<file path="config.mk">
export PLATFORM = sky130hd
export DESIGN_NAME = ctf_ctrl
export DESIGN_NICKNAME = d
export VERILOG_FILES = /design/src/hdl/ctf_pkg.sv /design/src/hdl/ctf_ctrl.sv
export SDC_FILE = /design/constraint.sdc
export NUM_CORES = 1
export LEC_CHECK = 0
export BUFFER_PORTS_ARGS = -buffer_cell sky130_fd_sc_hd__buf_2
export CAP_MARGIN = 10
export CORE_AREA = 2 2 39 41
export DETAILED_ROUTE_END_ITERATION = 12
export DIE_AREA = 0 0 41 43
export MAX_ROUTING_LAYER = met4
export PLACE_DENSITY_LB_ADDON = 0.15
export SETUP_SLACK_MARGIN = 0.15
export SLEW_MARGIN = 20
export SYNTH_ARGS = -nofsm -noshare
export SYNTH_HDL_FRONTEND = slang
export SYNTH_SLANG_ARGS = --single-unit
</file>
<file path="constraint.sdc">
create_clock -name clk -period 2.8 [get_ports clk]
set_input_delay 0.56 -clock clk [delete_from_list [all_inputs] [get_ports clk]]
set_output_delay 0.56 -clock clk [all_outputs]
set_load 0.01 [all_outputs]
</file>
<file path="src/hdl/ctf_pkg.sv">
// package for the complementary tilt filter: state enum, command and status
// structs, cordic angle table. no dependencies.
package ctf_pkg;

  localparam int unsigned TabLen   = 24;
  localparam int unsigned GainFrac = 24;

  localparam logic [1:0] REG_GYRO_GAIN = 2'd0;
  localparam logic [1:0] REG_BLEND     = 2'd1;
  localparam logic [1:0] REG_MAG_LOW   = 2'd2;
  localparam logic [1:0] REG_MAG_HIGH  = 2'd3;

  typedef enum logic [2:0] {
    ST_IDLE,
    ST_GYRO,
    ST_CHECK,
    ST_CORDIC,
    ST_BLEND,
    ST_OUT
  } ctf_state_t;

  typedef struct packed {
    logic load;
    logic gyro;
    logic cordic_start;
    logic cordic_step;
    logic blend;
    logic finish;
  } ctf_cmd_t;

  typedef struct packed {
    logic in_window;
    logic cordic_last;
  } ctf_status_t;

  function automatic logic [29:0] atan_q24(input logic [4:0] i);
    case (i)
      5'd0:  atan_q24 = 30'd754974720;
      5'd1:  atan_q24 = 30'd445687601;
      5'd2:  atan_q24 = 30'd235489088;
      5'd3:  atan_q24 = 30'd119537938;
      5'd4:  atan_q24 = 30'd60000934;
      5'd5:  atan_q24 = 30'd30029717;
      5'd6:  atan_q24 = 30'd15018523;
      5'd7:  atan_q24 = 30'd7509720;
      5'd8:  atan_q24 = 30'd3754917;
      5'd9:  atan_q24 = 30'd1877466;
      5'd10: atan_q24 = 30'd938734;
      5'd11: atan_q24 = 30'd469367;
      5'd12: atan_q24 = 30'd234684;
      5'd13: atan_q24 = 30'd117342;
      5'd14: atan_q24 = 30'd58671;
      5'd15: atan_q24 = 30'd29335;
      5'd16: atan_q24 = 30'd14668;
      5'd17: atan_q24 = 30'd7334;
      5'd18: atan_q24 = 30'd3667;
      5'd19: atan_q24 = 30'd1833;
      5'd20: atan_q24 = 30'd917;
      5'd21: atan_q24 = 30'd458;
      5'd22: atan_q24 = 30'd229;
      5'd23: atan_q24 = 30'd115;
      default: atan_q24 = 30'd0;
    endcase
  endfunction

endpackage

</file>
<file path="src/hdl/ctf_ctrl.sv">
// sequencer for the tilt filter: steps one word through gyro, window check and,
// inside the window, cordic and blend. depends on ctf_pkg.
module ctf_ctrl (
  input  logic                  clk,
  input  logic                  rst,
  input  logic                  in_valid,
  output logic                  in_ready,
  output logic                  out_valid,
  input  logic                  out_ready,
  input  ctf_pkg::ctf_status_t  status,
  output ctf_pkg::ctf_cmd_t     cmd
);
  ctf_pkg::ctf_state_t state, state_next;

  always_ff @(posedge clk) begin
    if (rst) begin
      state <= ctf_pkg::ST_IDLE;
    end else begin
      state <= state_next;
    end
  end

  always_comb begin
    state_next = state;
    case (state)
      ctf_pkg::ST_IDLE:   if (in_valid) state_next = ctf_pkg::ST_GYRO;
      ctf_pkg::ST_GYRO:   state_next = ctf_pkg::ST_CHECK;
      ctf_pkg::ST_CHECK: begin
        state_next = status.in_window ? ctf_pkg::ST_CORDIC : ctf_pkg::ST_OUT;
      end
      ctf_pkg::ST_CORDIC: if (status.cordic_last) state_next = ctf_pkg::ST_BLEND;
      ctf_pkg::ST_BLEND:  state_next = ctf_pkg::ST_OUT;
      ctf_pkg::ST_OUT:    if (out_ready) state_next = ctf_pkg::ST_IDLE;
      default:            state_next = ctf_pkg::ST_IDLE;
    endcase
  end

  always_comb begin
    cmd = '0;
    in_ready = 1'b0;
    out_valid = 1'b0;
    case (state)
      ctf_pkg::ST_IDLE: begin
        in_ready = 1'b1;
        cmd.load = in_valid;
      end
      ctf_pkg::ST_GYRO:   cmd.gyro = 1'b1;
      ctf_pkg::ST_CHECK:  cmd.cordic_start = status.in_window;
      ctf_pkg::ST_CORDIC: cmd.cordic_step = 1'b1;
      ctf_pkg::ST_BLEND:  cmd.blend = 1'b1;
      ctf_pkg::ST_OUT: begin
        out_valid = 1'b1;
        cmd.finish = out_ready;
      end
      default: cmd = '0;
    endcase
  end
endmodule

</file>
==> impl_metrics.csv <==
group,metric,value,unit
status,status,"completed",
die,dieArea,1763,sq um
sta,fin_setup_tns,0,ps
clocking,numClockSinks,3,
sta,report.final.slew_viol_count,0,
clocking,cts_hold_buffers,0,
die,num_rows,14,
clocking,clk_latency,230,ps
grt,grt_start_max_net_pins,12,
clocking,cts_resized,0,
setup_path,rrSetupSlack,1590,ps
final_layout,drive_above_1_share,50.00,%
synthesis,ys_warn_count,0,
pwr,irDropWorstVdd,0.0001388,V
final_layout,post-route-util,25.05,%
clocking,htree_levels,1,
final_layout,antenna_cells,0,
setup_path,crit_fanout,11,
grt,grt_overflow,0,
drt,wl_per_cell,9.783,um
grt,grt_pass1_vias,225,
synthesis,ys_ff_latch,3,
final_layout,top_regs,"state x3",
synthesis,synthCells,30,
setup_path,timing.rr.end,"state[0]",
synthesis,ys.flop_type,"dfxtp_1",
drt,vias_per_cell,4.400,
grt,grt_pass1_wl,897,um
setup_path,end_kind,"output pin",
synthesis,async_flop_share,0,%
drt,vias,264,
placement,gp_congestion,0.6440,
min_path,holdPathEnd,"state[0]",
placement,port_buffers,13,
die,die_x,41,um
final_layout,finalNetCount,51,
final_layout,nFillCells,167,
die,die_height,43,um
setup_path,reg2reg_from,"state[2]",
synthesis,yosysTopAreaCell,"dfxtp_1",
final_layout,top_register,"state",
setup_path,arrival,1310,ps
sta,fmax,535.7,MHz
synthesis,syn-cell-area,259.0,sq um
synthesis,synth.top_cells.by_area,"dfxtp_1 23%, a2111oi_4 11%, nor2_1 5.8%",
sta,finalCritPeriodShare,66.67,%
setup_path,cp.required,2240,ps
setup_path,critical_path_class,"reg2out",
synthesis,seq_area_frac_synth,23.19,%
drt,drc,0,
drt,drt_iter0_markers,4,
final_layout,largest_reg_flops,3,
synthesis,syn_area_per_cell,8.633,sq um
pwr,power_density,527.3,nW/um^2
flow_run,maxCapViolCount,0,
setup_path,worstSetupStartpointType,"register",
sta,finalClockSkew,2.540,ps
synthesis,synth_cell_types,22,
sta,worst_slack,933.2,ps
grt,groute.usage.overall,8.008,%
min_path,worstHoldStart,"rst",
synthesis,ys_top_cells_by_count,"4 x nor2_1, 3 x dfxtp_1, 2 x and2_1, 2 x nand2_1, 2 x nor3_1",
min_path,holdCritPathClass,"in2reg",
pwr,leakagePower,0.1496,nW
grt,antenna_found_initial,0,
min_path,whs_path_depth,2,
clocking,cts_buffer_depth,2,
placement,dp_slack,1176,ps
synthesis,synth_top_area_share,23.19,%
placement,dp_hpwl,432.2,um
die,design.core.area,1384,sq um
clocking,clkTransAtPathRegs,40,ps
sta,hold_violations,0,
synthesis,synth_edf_count,0,
clocking,cts_tree,"built",
die,start_util,18.72,%
synthesis,yosysMostFrequentCell,"nor2_1",
final_layout,syn_to_final_growth,33.82,%
synthesis,synth_nets,36,
drt,drt_wl_total,587,um
final_layout,seqCellArea,60.06,sq um
clocking,postCtsSetupBuffers,0,
drt,first_pass_iters,4,
die,ios,14,
sta,worst_slew_pin_slew,493.6,ps
sta,setup_violations,0,
clocking,cts_buffers,3,
drt,ant_nets,0,
clocking,root_buffer,"clkbuf_4",
sta,worst_slew_margin_rel,67.05,%
sta,post-route-min-period,1867,ps
setup_path,rr_worst_depth,3,
final_layout,multiInputGateArea,171.4,sq um
sta,rsz0062_at_grt,"false",
-- cell families (layout without fill, tap and decap cells) --
family	after synthesis	count (layout)	synth area share (%)
simple gates	17	17	41.54
buf+inv	4	18	10.63
flops	3	3	23.19
compound gates	6	6	24.64
-- stage by stage --
step / total power (W) / hold slack (ps) / cells / instance area, sq um
global placement: 0.0001064 / 612.4 / 56 / 320.3
CTS: 0.0001883 / 535.0 / 60 / 346.6
global route: 0.0001976 / 538.4 / 60 / 346.6
floorplan: 0.00009323 / 556.3 / 30 / 259.0
detailed placement: 0.0001066 / 611.2 / 56 / 320.3
finish: 0.0001828 / 540.2 / 60 / 346.6
-- worst max-delay path by stage --
stage               startpoint      to  slack [ps]  depth (start not counted)
floorplan             state[1]  cmd[0]        1280                          4
global placement     status[1]  cmd[3]        1210                          4
detailed placement    state[2]  cmd[0]        1180                          4
CTS                   state[2]  cmd[0]         920                          4
global route          state[2]  cmd[0]         820                          4
finish                state[2]  cmd[0]         930                          4
-- metal layers --
metal  GRT usage [%]  routed length (um)
met5               -                   0
met4           6.000                   0
met3           4.712                  63
met2           10.94                 290
met1           7.987                 234
-- cell type report --
class	instances	share of cell area [%]
clock buffers	4	7.581
well taps	16	5.776
flip-flops and latches	3	17.33
inverters	1	1.083
multi-input cells	23	49.46
repair buffers	13	18.77
-- critical path, stage by stage, from the launching register on --
cell and delay [ps]:
dfxtp_1 620, nand2b_4 90, nor2_1 120, and2_1 130
buf_2 120
-- power breakdown --
group	internal, W	switching (W)	total [W]	leakage (nW)
logic	0.0000243	0.0000217	0.0000460	0.110
registers	0.0000472	0.0000123	0.0000595	0.0246
clock network	0.0000535	0.0000238	0.0000773	0.0150
total	0.000125	0.0000578	0.000183	0.150
-- placed cells by master, fill, tap and decap left out, drive strengths merged --
cell type / instances
buf: 13
nor2: 4
clkbuf: 4
dfxtp: 3
nor3: 3
nand2: 2
and2: 2
nand2b: 2
a21oi: 2
inv: 1
nor3b: 1
nand4b: 1
nand3: 1
a21o: 1
a31oi: 1
and3: 1
a2111oi: 1
a211o: 1
(Power assumes the default switching activity.)
